==> src/rtl/arbp_pkg.sv <==
// ----------------------------------------------------------------------------
// arbp_pkg
// Types, codes and lookup functions shared by the alignment record parser.
// ----------------------------------------------------------------------------
package arbp_pkg;

  typedef enum logic [2:0] {
    SEC_HEADER = 3'd0,
    SEC_NAME   = 3'd1,
    SEC_CIGAR  = 3'd2,
    SEC_SEQ    = 3'd3,
    SEC_QUAL   = 3'd4,
    SEC_TAIL   = 3'd5
  } section_e;

  typedef enum logic [2:0] {
    KIND_REF  = 3'd0,
    KIND_POS  = 3'd1,
    KIND_NAME = 3'd2,
    KIND_OP   = 3'd3,
    KIND_BASE = 3'd4,
    KIND_QUAL = 3'd5,
    KIND_ERR  = 3'd6
  } kind_e;

  // Header byte offsets that carry fields
  localparam logic [8:0] OFS_REF_ID   = 9'd3;
  localparam logic [8:0] OFS_POS      = 9'd7;
  localparam logic [8:0] OFS_NAME_LEN = 9'd8;
  localparam logic [8:0] OFS_CIGAR_N  = 9'd13;
  localparam logic [8:0] OFS_SEQ_LEN  = 9'd19;
  localparam logic [8:0] OFS_HDR_LAST = 9'd31;
  localparam logic [8:0] HEADER_BYTES = 9'd32;

  localparam logic [3:0] OP_MAX     = 4'd8;
  localparam logic [1:0] PHASE_LAST = 2'd3;

  localparam int unsigned RES_DEPTH = 4;
  localparam int unsigned RES_PTR_W = 2;
  localparam int unsigned RES_CNT_W = 3;

  typedef struct packed {
    logic [8:0]  offset;     // saturating byte offset, only compared in header/name
    logic [31:0] word;       // little-endian assembly, or held name char
    logic [7:0]  name_len;
    logic [15:0] cigar_cnt;
    logic [31:0] seq_len;
    logic [31:0] left;       // bases or qualities still to come
    logic [1:0]  phase;      // byte position inside a CIGAR word
    section_e    section;
    logic        failed;
  } arbp_state_t;

  localparam arbp_state_t ST_RESET = '{
    offset:    '0,
    word:      '0,
    name_len:  '0,
    cigar_cnt: '0,
    seq_len:   '0,
    left:      '0,
    phase:     '0,
    section:   SEC_HEADER,
    failed:    1'b0
  };

  typedef struct packed {
    kind_e       item_kind;
    logic [7:0]  symbol;
    logic [31:0] value;
    logic        record_done;
  } res_t;

  function automatic res_t mk_res(kind_e k, logic [7:0] s, logic [31:0] v, logic d);
    res_t r;
    r.item_kind   = k;
    r.symbol      = s;
    r.value       = v;
    r.record_done = d;
    return r;
  endfunction

  function automatic logic [7:0] op_letter(logic [3:0] op);
    logic [7:0] c;
    case (op)
      4'd0:    c = "M";
      4'd1:    c = "I";
      4'd2:    c = "D";
      4'd3:    c = "N";
      4'd4:    c = "S";
      4'd5:    c = "H";
      4'd6:    c = "P";
      4'd7:    c = "=";
      4'd8:    c = "X";
      default: c = 8'd0;
    endcase
    return c;
  endfunction

  function automatic logic [7:0] base_letter(logic [3:0] nib);
    logic [7:0] c;
    case (nib)
      4'd0:    c = "=";
      4'd1:    c = "A";
      4'd2:    c = "C";
      4'd3:    c = "M";
      4'd4:    c = "G";
      4'd5:    c = "R";
      4'd6:    c = "S";
      4'd7:    c = "V";
      4'd8:    c = "T";
      4'd9:    c = "W";
      4'd10:   c = "Y";
      4'd11:   c = "H";
      4'd12:   c = "K";
      4'd13:   c = "D";
      4'd14:   c = "B";
      default: c = "N";
    endcase
    return c;
  endfunction

endpackage

==> src/rtl/arbp_if.sv <==
// ----------------------------------------------------------------------------
// arbp_if
// Valid/ready channels for record bytes in and parsed results out.
// ----------------------------------------------------------------------------
interface arbp_in_if;
  logic       valid;
  logic       ready;
  logic [7:0] data_byte;
  logic       record_start;

  modport source (output valid, output data_byte, output record_start, input ready);
  modport sink   (input valid, input data_byte, input record_start, output ready);
endinterface

interface arbp_out_if;
  logic               valid;
  logic               ready;
  logic [2:0]         item_kind;
  logic [7:0]         symbol;
  logic signed [31:0] value;
  logic               record_done;

  modport source (output valid, output item_kind, output symbol, output value,
                  output record_done, input ready);
  modport sink   (input valid, input item_kind, input symbol, input value,
                  input record_done, output ready);
endinterface

==> src/rtl/arbp_step.sv <==
// ----------------------------------------------------------------------------
// arbp_step
// Next-state and result logic for one record byte.
// ----------------------------------------------------------------------------
module arbp_step import arbp_pkg::*; (
  input  arbp_state_t state_i,
  input  logic [7:0]  byte_i,
  input  logic        start_i,
  output arbp_state_t state_o,
  output logic [1:0]  res_cnt_o,
  output res_t        res0_o,
  output res_t        res1_o
);

  arbp_state_t cur;
  arbp_state_t nxt;
  res_t        res [2];
  logic [1:0]  cnt;
  logic [31:0] wa_shift;
  logic [8:0]  name_idx;
  logic [31:0] left_dec;
  logic [31:0] left_dec2;
  logic [15:0] cigar_dec;
  logic        last;

  always_comb begin
    // a record start abandons whatever was in progress
    cur       = start_i ? ST_RESET : state_i;
    nxt       = cur;
    cnt       = 2'd0;
    res[0]    = mk_res(KIND_REF, 8'd0, 32'd0, 1'b0);
    res[1]    = mk_res(KIND_REF, 8'd0, 32'd0, 1'b0);
    wa_shift  = {byte_i, cur.word[31:8]};
    name_idx  = cur.offset - HEADER_BYTES;
    left_dec  = cur.left - 32'd1;
    left_dec2 = cur.left - 32'd2;
    cigar_dec = cur.cigar_cnt - 16'd1;
    last      = (cur.cigar_cnt == 16'd0) && (cur.seq_len == 32'd0);

    if (!cur.failed && cur.section != SEC_TAIL) begin
      case (cur.section)
        SEC_HEADER: begin
          nxt.word = wa_shift;
          if (cur.offset == OFS_REF_ID) begin
            res[cnt[0]] = mk_res(KIND_REF, 8'd0, wa_shift, 1'b0);
            cnt = cnt + 2'd1;
          end else if (cur.offset == OFS_POS) begin
            res[cnt[0]] = mk_res(KIND_POS, 8'd0, wa_shift, 1'b0);
            cnt = cnt + 2'd1;
          end else if (cur.offset == OFS_NAME_LEN) begin
            nxt.name_len = byte_i;
          end else if (cur.offset == OFS_CIGAR_N) begin
            nxt.cigar_cnt = wa_shift[31:16];
          end else if (cur.offset == OFS_SEQ_LEN) begin
            nxt.seq_len = wa_shift;
          end else if (cur.offset == OFS_HDR_LAST) begin
            if (cur.name_len == 8'd0) begin
              res[cnt[0]] = mk_res(KIND_ERR, 8'd0, 32'd0, 1'b1);
              cnt = cnt + 2'd1;
              nxt.failed = 1'b1;
            end else begin
              nxt.section = SEC_NAME;
            end
          end
        end
        SEC_NAME: begin
          // hold each char one byte so the final one can carry record_done
          if ((name_idx + 9'd1) < {1'b0, cur.name_len}) begin
            if (name_idx != 9'd0) begin
              res[cnt[0]] = mk_res(KIND_NAME, cur.word[7:0], 32'd0, 1'b0);
              cnt = cnt + 2'd1;
            end
            nxt.word = {24'd0, byte_i};
          end else begin
            if (name_idx != 9'd0) begin
              res[cnt[0]] = mk_res(KIND_NAME, cur.word[7:0], 32'd0,
                                   (byte_i == 8'd0) && last);
              cnt = cnt + 2'd1;
            end
            if (byte_i != 8'd0) begin
              res[cnt[0]] = mk_res(KIND_ERR, 8'd0, 32'd0, 1'b1);
              cnt = cnt + 2'd1;
              nxt.failed = 1'b1;
            end else if (cur.cigar_cnt != 16'd0) begin
              nxt.section = SEC_CIGAR;
              nxt.phase   = 2'd0;
              nxt.word    = 32'd0;
            end else if (cur.seq_len != 32'd0) begin
              nxt.section = SEC_SEQ;
              nxt.left    = cur.seq_len;
            end else begin
              nxt.section = SEC_TAIL;
            end
          end
        end
        SEC_CIGAR: begin
          nxt.word  = wa_shift;
          nxt.phase = cur.phase + 2'd1;
          if (cur.phase == PHASE_LAST) begin
            if (wa_shift[3:0] > OP_MAX) begin
              res[cnt[0]] = mk_res(KIND_ERR, 8'd0, 32'd0, 1'b1);
              cnt = cnt + 2'd1;
              nxt.failed = 1'b1;
            end else begin
              nxt.cigar_cnt = cigar_dec;
              res[cnt[0]] = mk_res(KIND_OP, op_letter(wa_shift[3:0]),
                                   {4'd0, wa_shift[31:4]},
                                   (cigar_dec == 16'd0) && (cur.seq_len == 32'd0));
              cnt = cnt + 2'd1;
              if (cigar_dec == 16'd0) begin
                if (cur.seq_len != 32'd0) begin
                  nxt.section = SEC_SEQ;
                  nxt.left    = cur.seq_len;
                end else begin
                  nxt.section = SEC_TAIL;
                end
              end
            end
          end
        end
        SEC_SEQ: begin
          res[cnt[0]] = mk_res(KIND_BASE, base_letter(byte_i[7:4]), 32'd0, 1'b0);
          cnt = cnt + 2'd1;
          if (left_dec != 32'd0) begin
            // drop the pad nibble on an odd length
            res[cnt[0]] = mk_res(KIND_BASE, base_letter(byte_i[3:0]), 32'd0, 1'b0);
            cnt = cnt + 2'd1;
            nxt.left = left_dec2;
            if (left_dec2 == 32'd0) begin
              nxt.section = SEC_QUAL;
              nxt.left    = cur.seq_len;
            end
          end else begin
            nxt.section = SEC_QUAL;
            nxt.left    = cur.seq_len;
          end
        end
        SEC_QUAL: begin
          nxt.left = left_dec;
          res[cnt[0]] = mk_res(KIND_QUAL, byte_i, 32'd0, left_dec == 32'd0);
          cnt = cnt + 2'd1;
          if (left_dec == 32'd0) begin
            nxt.section = SEC_TAIL;
          end
        end
        default: begin
        end
      endcase

      if (cur.offset != '1) begin
        nxt.offset = cur.offset + 9'd1;
      end
    end
  end

  assign state_o   = nxt;
  assign res_cnt_o = cnt;
  assign res0_o    = res[0];
  assign res1_o    = res[1];

endmodule

==> src/rtl/arbp_res_fifo.sv <==
// ----------------------------------------------------------------------------
// arbp_res_fifo
// Result queue: takes up to two results a cycle, delivers one per transfer.
// ----------------------------------------------------------------------------
module arbp_res_fifo import arbp_pkg::*; (
  input  logic              clk_i,
  input  logic              rst_ni,
  input  logic [1:0]        push_cnt_i,
  input  res_t              push0_i,
  input  res_t              push1_i,
  output logic              space_o,
  arbp_out_if.source        out_o
);

  res_t                 mem_q [RES_DEPTH];
  logic [RES_PTR_W-1:0] wptr_q, wptr_d;
  logic [RES_PTR_W-1:0] rptr_q, rptr_d;
  logic [RES_CNT_W-1:0] cnt_q, cnt_d;
  logic                 pop;
  res_t                 head;

  assign head    = mem_q[rptr_q];
  assign pop     = out_o.valid && out_o.ready;
  // room for the worst case of two results from one byte
  assign space_o = cnt_q <= RES_CNT_W'(RES_DEPTH - 2);

  assign out_o.valid       = cnt_q != '0;
  assign out_o.item_kind   = head.item_kind;
  assign out_o.symbol      = head.symbol;
  assign out_o.value       = head.value;
  assign out_o.record_done = head.record_done;

  always_comb begin
    wptr_d = wptr_q + RES_PTR_W'(push_cnt_i);
    rptr_d = rptr_q + RES_PTR_W'(pop);
    cnt_d  = cnt_q + RES_CNT_W'(push_cnt_i) - RES_CNT_W'(pop);
  end

  always_ff @(posedge clk_i) begin
    if (push_cnt_i != 2'd0) begin
      mem_q[wptr_q] <= push0_i;
    end
    if (push_cnt_i == 2'd2) begin
      mem_q[wptr_q + RES_PTR_W'(1)] <= push1_i;
    end
  end

  always_ff @(posedge clk_i or negedge rst_ni) begin
    if (!rst_ni) begin
      wptr_q <= '0;
      rptr_q <= '0;
      cnt_q  <= '0;
    end else begin
      wptr_q <= wptr_d;
      rptr_q <= rptr_d;
      cnt_q  <= cnt_d;
    end
  end

  a_cnt_bound: assert property (@(posedge clk_i) disable iff (!rst_ni)
    cnt_q <= RES_CNT_W'(RES_DEPTH))
    else $error("result queue count above depth");

  a_push_room: assert property (@(posedge clk_i) disable iff (!rst_ni)
    push_cnt_i != 2'd0 |-> space_o)
    else $error("result pushed without room");

  a_push_max: assert property (@(posedge clk_i) disable iff (!rst_ni)
    push_cnt_i != 2'd3)
    else $error("more than two results from one byte");

  a_drain: assert property (@(posedge clk_i) disable iff (!rst_ni)
    (cnt_q == RES_CNT_W'(1) && pop && push_cnt_i == 2'd0) |=> !out_o.valid)
    else $error("queue not empty after last transfer");

endmodule

==> src/rtl/alignment_record_byte_parser_core.sv <==
// ----------------------------------------------------------------------------
// alignment_record_byte_parser_core
// Parses a binary alignment record one byte per transfer into typed results.
// ----------------------------------------------------------------------------
// A byte's results are written into the result queue when the byte transfers.
// Throughput: one byte per cycle while the queue has room; a packed sequence byte
// gives two results, which leave one per transfer through a four-entry queue.
// Input ready drops only when the queue lacks room for two results.
// Reset clears the parse state to the header section and empties the queue.
module alignment_record_byte_parser_core import arbp_pkg::*; (
  input  logic        clk_i,
  input  logic        rst_ni,
  arbp_in_if.sink     in_i,
  arbp_out_if.source  out_o
);

  arbp_state_t state_q, state_d;
  arbp_state_t step_state;
  logic [1:0]  step_cnt;
  logic [1:0]  push_cnt;
  res_t        res0, res1;
  logic        space;
  logic        in_fire;

  assign in_i.ready = space;
  assign in_fire    = in_i.valid && in_i.ready;

  arbp_step u_step (
    .state_i   (state_q),
    .byte_i    (in_i.data_byte),
    .start_i   (in_i.record_start),
    .state_o   (step_state),
    .res_cnt_o (step_cnt),
    .res0_o    (res0),
    .res1_o    (res1)
  );

  always_comb begin
    state_d  = in_fire ? step_state : state_q;
    push_cnt = in_fire ? step_cnt : 2'd0;
  end

  always_ff @(posedge clk_i or negedge rst_ni) begin
    if (!rst_ni) begin
      state_q <= ST_RESET;
    end else begin
      state_q <= state_d;
    end
  end

  arbp_res_fifo u_res_fifo (
    .clk_i      (clk_i),
    .rst_ni     (rst_ni),
    .push_cnt_i (push_cnt),
    .push0_i    (res0),
    .push1_i    (res1),
    .space_o    (space),
    .out_o      (out_o)
  );

  a_failed_quiet: assert property (@(posedge clk_i) disable iff (!rst_ni)
    (in_fire && state_q.failed && !in_i.record_start) |-> push_cnt == 2'd0)
    else $error("result after record error");

  // a packed byte gives two bases; an unterminated name gives its char and an error
  a_pair_in_seq: assert property (@(posedge clk_i) disable iff (!rst_ni)
    push_cnt == 2'd2 |-> ((state_q.section == SEC_SEQ || state_q.section == SEC_NAME) &&
                          !in_i.record_start))
    else $error("two results outside sequence or name section");

  a_err_sets_fail: assert property (@(posedge clk_i) disable iff (!rst_ni)
    ((push_cnt != 2'd0 && res0.item_kind == KIND_ERR) ||
     (push_cnt == 2'd2 && res1.item_kind == KIND_ERR)) |=> state_q.failed)
    else $error("error result without failed record");

endmodule

==> src/flat_wrapper.sv <==
// flat-port wrapper written by rule: the top's interface ports become plain ports
module alignment_record_byte_parser_core_flat import arbp_pkg::*;
  (clk_i, rst_ni, in_i_valid, in_i_data_byte, in_i_record_start, in_i_ready, out_o_valid, out_o_item_kind, out_o_symbol, out_o_value, out_o_record_done, out_o_ready);
  arbp_in_if in_i_i ();
  arbp_out_if out_o_i ();
  input  logic clk_i;
  input  logic rst_ni;
  input wire logic [$bits(in_i_i.valid)-1:0] in_i_valid;
  input wire logic [$bits(in_i_i.data_byte)-1:0] in_i_data_byte;
  input wire logic [$bits(in_i_i.record_start)-1:0] in_i_record_start;
  output wire logic [$bits(in_i_i.ready)-1:0] in_i_ready;
  output wire logic [$bits(out_o_i.valid)-1:0] out_o_valid;
  output wire logic [$bits(out_o_i.item_kind)-1:0] out_o_item_kind;
  output wire logic [$bits(out_o_i.symbol)-1:0] out_o_symbol;
  output wire logic [$bits(out_o_i.value)-1:0] out_o_value;
  output wire logic [$bits(out_o_i.record_done)-1:0] out_o_record_done;
  input wire logic [$bits(out_o_i.ready)-1:0] out_o_ready;
  assign in_i_i.valid = in_i_valid;
  assign in_i_i.data_byte = in_i_data_byte;
  assign in_i_i.record_start = in_i_record_start;
  assign in_i_ready = in_i_i.ready;
  assign out_o_valid = out_o_i.valid;
  assign out_o_item_kind = out_o_i.item_kind;
  assign out_o_symbol = out_o_i.symbol;
  assign out_o_value = out_o_i.value;
  assign out_o_record_done = out_o_i.record_done;
  assign out_o_i.ready = out_o_ready;
  alignment_record_byte_parser_core u_core (.clk_i(clk_i), .rst_ni(rst_ni), .in_i(in_i_i), .out_o(out_o_i));
endmodule
==> config.mk <==
export PLATFORM = sky130hd
export DESIGN_NAME = alignment_record_byte_parser_core_flat
export DESIGN_NICKNAME = d
export VERILOG_FILES = /design/src/rtl/arbp_pkg.sv /design/src/rtl/arbp_if.sv /design/src/rtl/arbp_step.sv /design/src/rtl/arbp_res_fifo.sv /design/src/rtl/alignment_record_byte_parser_core.sv /design/src/flat_wrapper.sv
export SDC_FILE = /design/constraint.sdc
export NUM_CORES = 1
export LEC_CHECK = 0
export BUFFER_PORTS_ARGS = -buffer_cell sky130_fd_sc_hd__buf_2
export CAP_MARGIN = 0
export CORE_MARGIN = 3
export CORE_UTILIZATION = 42
export CTS_BUF_LIST = sky130_fd_sc_hd__clkbuf_8 sky130_fd_sc_hd__clkbuf_16
export CTS_CLUSTER_DIAMETER = 40
export CTS_CLUSTER_SIZE = 16
export DETAILED_ROUTE_END_ITERATION = 8
export PLACE_DENSITY = 0.64
export REMOVE_ABC_BUFFERS = 1
export SLEW_MARGIN = 40
export SYNTH_ARGS = -nofsm -noshare
export SYNTH_HDL_FRONTEND = slang
export SYNTH_SLANG_ARGS = --single-unit
==> constraint.sdc <==
create_clock -name clk_i -period 6.5 [get_ports clk_i]
set_input_delay 0.975 -clock clk_i [delete_from_list [all_inputs] [get_ports clk_i]]
set_output_delay 0.975 -clock clk_i [all_outputs]
set_load 0.05 [all_outputs]
==> flow_metrics.env <==
export IMPL_status="finished clean"
export IMPL_grt_pass1_vias=18400
export IMPL_setup_worst_path_end_class="flop"
export IMPL_max_freq_mhz=177
export IMPL_tightest_slew_ns=0.894
export IMPL_drt_total_wl_um=72200
export IMPL_cts_setup_buffers=0
export IMPL_finClkSkew_ns=0.0315
export IMPL_rsz0062_at_grt="no"
export IMPL_criticalPathCategory="input pin to flop"
export IMPL_ant_nets=0
export IMPL_die_x_um=221
export IMPL_area_growth_pct=13.8
export IMPL_clock_latency_ns=0.62
export IMPL_peakVddDrop_mv=0.415
export IMPL_slew_headroom_pct=40.3
export IMPL_cts_root_buf="clkbuf_16"
export IMPL_ctsHoldBuffers=0
export IMPL_h_tree_depth=2
export IMPL_grt_max_degree=110
export IMPL_cts_tree="built"
export IMPL_nFillCells=4342
export IMPL_clkTransAtPathRegs_ns=0.05
export IMPL_port_buffers=58
export IMPL_synth_cells=2317
export IMPL_postSynth_asyncResetShare_pct=44.7
export IMPL_drt_first_pass_iters=9
export IMPL_synth_main_ff_cell="dfrtp_1"
export IMPL_drc=0
export IMPL_yosysSeqAreaShare_pct=38.5
export IMPL_period_minus_slack_ns=5.64
export IMPL_powerDensity_nw_per_um2=302
export IMPL_place_gp_congestion=0.993
export IMPL_slowest_stage="ha_1"
export IMPL_synth_distinct_cells=84
export IMPL_fin_area_um2=22100
export IMPL_cts_resized=0
export IMPL_drive_gt1_share_pct=13.8
export IMPL_holdCritPathClass="input pin to async pin"
export IMPL_start_util_pct=42.6
export IMPL_cp_start_kind="input pin"
export IMPL_cts_buffers=53
export IMPL_viasPerCell=6.52
export IMPL_clock_sinks=318
export IMPL_worstPathRequired_ns=6.72
export IMPL_drtIter0Drc=2430
export IMPL_fin_crit_sh_pct=86.8
export IMPL_grt_use_total_pct=28.6
export IMPL_setup_viol=0
export IMPL_worstPathCellList="buf_4 > inv_2 > nand2_1 > ha_1 > nor4b_1 > a311oi_1 > a311o_1 > nor4_1 > nor4b_1 > and4_1 > a21oi_1 > o21ai_1 > buf_4 > or4_1 > nand2_1"
export IMPL_synth_avg_cell_area_um2=8.39
export IMPL_grt_pass1_wl_um=112000
export IMPL_num_vias=19100
export IMPL_io_pins=59
export IMPL_pre_cts_slack_ns=0.483
export IMPL_antenna_found_initial=0
export IMPL_clockBufferDepth=3
export IMPL_grt_ovfl_total=0
export IMPL_hpwl_um=48800
export IMPL_fp_row_count=78
export IMPL_synth_seq_cells=318
export IMPL_synth_edf_count=40
export IMPL_timing_final_ws_setup_ns=0.860
export IMPL_maxCapViolCount=0
export IMPL_max_stage_delay_ns=0.60
export IMPL_finalSetupTns_ns=0
export IMPL_ys_warn_count=0
export IMPL_die_h_um=221
export IMPL_wl_per_cell_um=24.7
export IMPL_worstPathArrival_ns=5.86
export IMPL_drv_slew=0
export IMPL_die_area_um2=48900
export IMPL_dpl_cell_area_um2=20200
export IMPL_finalNonFillerCells=2928
export IMPL_nNetsFinal=2339
export IMPL_syn_area_um2=19400
export IMPL_placed_cells=2825
export IMPL_final_hold_violation_count=0
export IMPL_finalPower_mw=6.68
export IMPL_p_leak_nw=8.80
export IMPL_core_area_um2=45600
export IMPL_critPathMaxFanout=13
-- cells by family after synthesis --
group / count (synthesis) / share of synthesized area [%]
and+or+nand+nor: 839 / 20.5
AOI/OAI and AO/OA: 765 / 25.5
DFF: 318 / 38.5
buffers and inverters: 262 / 5.34
muxes: 58 / 5.86
adders and majority gates: 45 / 2.94
xor gates and xnor gates: 30 / 1.35
-- sequential cells by signal, summed over array words and instances, names as in the netlist --
| signal | cells |
|---|---|
| u_core.state_q | 135 |
| u_core.u_res_fifo.cnt_q | 3 |
| u_core.u_res_fifo.mem_q | 176 |
| u_core.u_res_fifo.rptr_q | 2 |
| u_core.u_res_fifo.wptr_q | 2 |
-- metrics by stage --
step | util, % | hold slack [ns]
floorplan | - | 0.445
global placement | 44.3 | 0.453
detailed placement | 44.4 | 0.460
CTS | 48.4 | 0.440
global route | 48.5 | 0.241
finish | 48.5 | 0.235
-- path summary, 6_finish.rpt --
check,depth (start not counted),slack [ns],endpoint,start
max,15,0.86,u_core.u_res_fifo.mem_q[1][35],in_i_record_start
min,1,0.24,u_core.state_q[22],rst_ni
max reg2reg,13,0.87,u_core.u_res_fifo.mem_q[1][35],u_core.state_q[7]
min reg2reg,2,0.47,u_core.u_res_fifo.mem_q[1][25],u_core.u_res_fifo.mem_q[1][25]
max in group asynchronous,3,4.90,u_core.state_q[66],rst_ni
min in group clk_i,2,0.47,u_core.u_res_fifo.mem_q[1][25],u_core.u_res_fifo.mem_q[1][25]
-- final cells by class --
type | count | area (µm²) | share of cell area (%)
flip-flops and latches | 318 | 7480 | 33.8
repair buffers | 119 | 818 | 3.70
inverters | 52 | 195 | 0.882
clock buffers | 57 | 1380 | 6.24
multi-input cells | 1737 | 11000 | 49.8
well taps | 600 | 751 | 3.39
clock inverters | 43 | 482 | 2.18
diodes | 2 | 5.00 | 0.0226
-- cells in the mapped netlist, types with 12 or more instances --
cell      instances  area [µm²]
o21ai_0         160         801
a22o_1           58         508
dfxtp_1         136        2720
or3_1            16         100
and2_1           14        87.6
a21o_1           16         120
a31oi_1          25         156
nand2b_1         15        93.8
nor3_1           52         260
and3_1           17         106
a21oi_1         149         746
clkbuf_1        163         612
mux4_2           44         991
inv_1            52         195
nor2_1          195         732
a221oi_1         12         105
nand2_1         340        1280
nand4_1          17         106
dfrtp_1         142        3550
buf_2            34         170
xor2_1           14         123
nor2b_1          30         188
o211ai_1         12        90.1
a211oi_1         19         143
xnor2_1          16         140
nand3_1          42         210
a22oi_1          51         383
ha_1             44         551
or4_1            18         135
edfxtp_1         40        1200
nor4_1           31         194
o22ai_1         155         970
or2_2            12        75.1
-- cell usage in the layout, fill, tap and decap left out, types with 8 or more instances in the layout --
master | synthesis | routed
a22o_1 | 58 | 58
a21oi_1 | 149 | 149
clkinv_4 | 0 | 8
nand2b_1 | 15 | 15
nand3_1 | 42 | 41
clkbuf_16 | 0 | 53
nor3_1 | 52 | 52
inv_6 | 0 | 9
ha_1 | 44 | 44
nor2b_1 | 30 | 29
buf_4 | 1 | 58
a211oi_1 | 19 | 19
o21ai_0 | 160 | 158
xor2_1 | 14 | 14
or2_2 | 12 | 12
or3_1 | 16 | 16
o211ai_1 | 12 | 12
inv_1 | 52 | 52
and2_1 | 14 | 14
mux4_2 | 44 | 44
nand2_1 | 340 | 340
a221oi_1 | 12 | 12
mux2i_1 | 8 | 8
nor2_1 | 195 | 189
nor4_1 | 31 | 29
o31ai_1 | 9 | 8
or4_1 | 18 | 18
a31oi_1 | 25 | 25
o22ai_1 | 155 | 155
dfrtp_1 | 142 | 140
xnor2_1 | 16 | 16
nor4_2 | 6 | 8
a21o_1 | 16 | 16
buf_2 | 34 | 56
edfxtp_1 | 40 | 40
a22oi_1 | 51 | 51
dfxtp_1 | 136 | 136
o221ai_1 | 11 | 11
nand4_1 | 17 | 17
and3_1 | 17 | 17
-- power by group --
group / internal, mW / leakage [nW] / total (mW) / switching, mW
clock network: 1.75 / 0.904 / 2.89 / 1.14
logic: 0.449 / 4.47 / 1.31 / 0.857
registers: 2.16 / 3.42 / 2.48 / 0.322
-- layer usage --
layer | GRT usage, % | vias to the layer above | share of wire, %
li1 | - | 8547 | -
met1 | 39.2 | 9256 | 41
met2 | 44.0 | 1088 | 45
met3 | 5.41 | 214 | 9.5
met4 | 13.0 | 0 | 4.7
met5 | 0 | - | 0
-- critical path, delay by kind of cell --
family                   cells  cell delay [ns]
buffers and inverters        3             0.49
AND/OR/NAND/NOR              7             2.85
AO/OA/AOI/OAI                4             0.94
adder cells (fa/ha/maj)      1             0.60
Power figures use the tool's default switching activity.
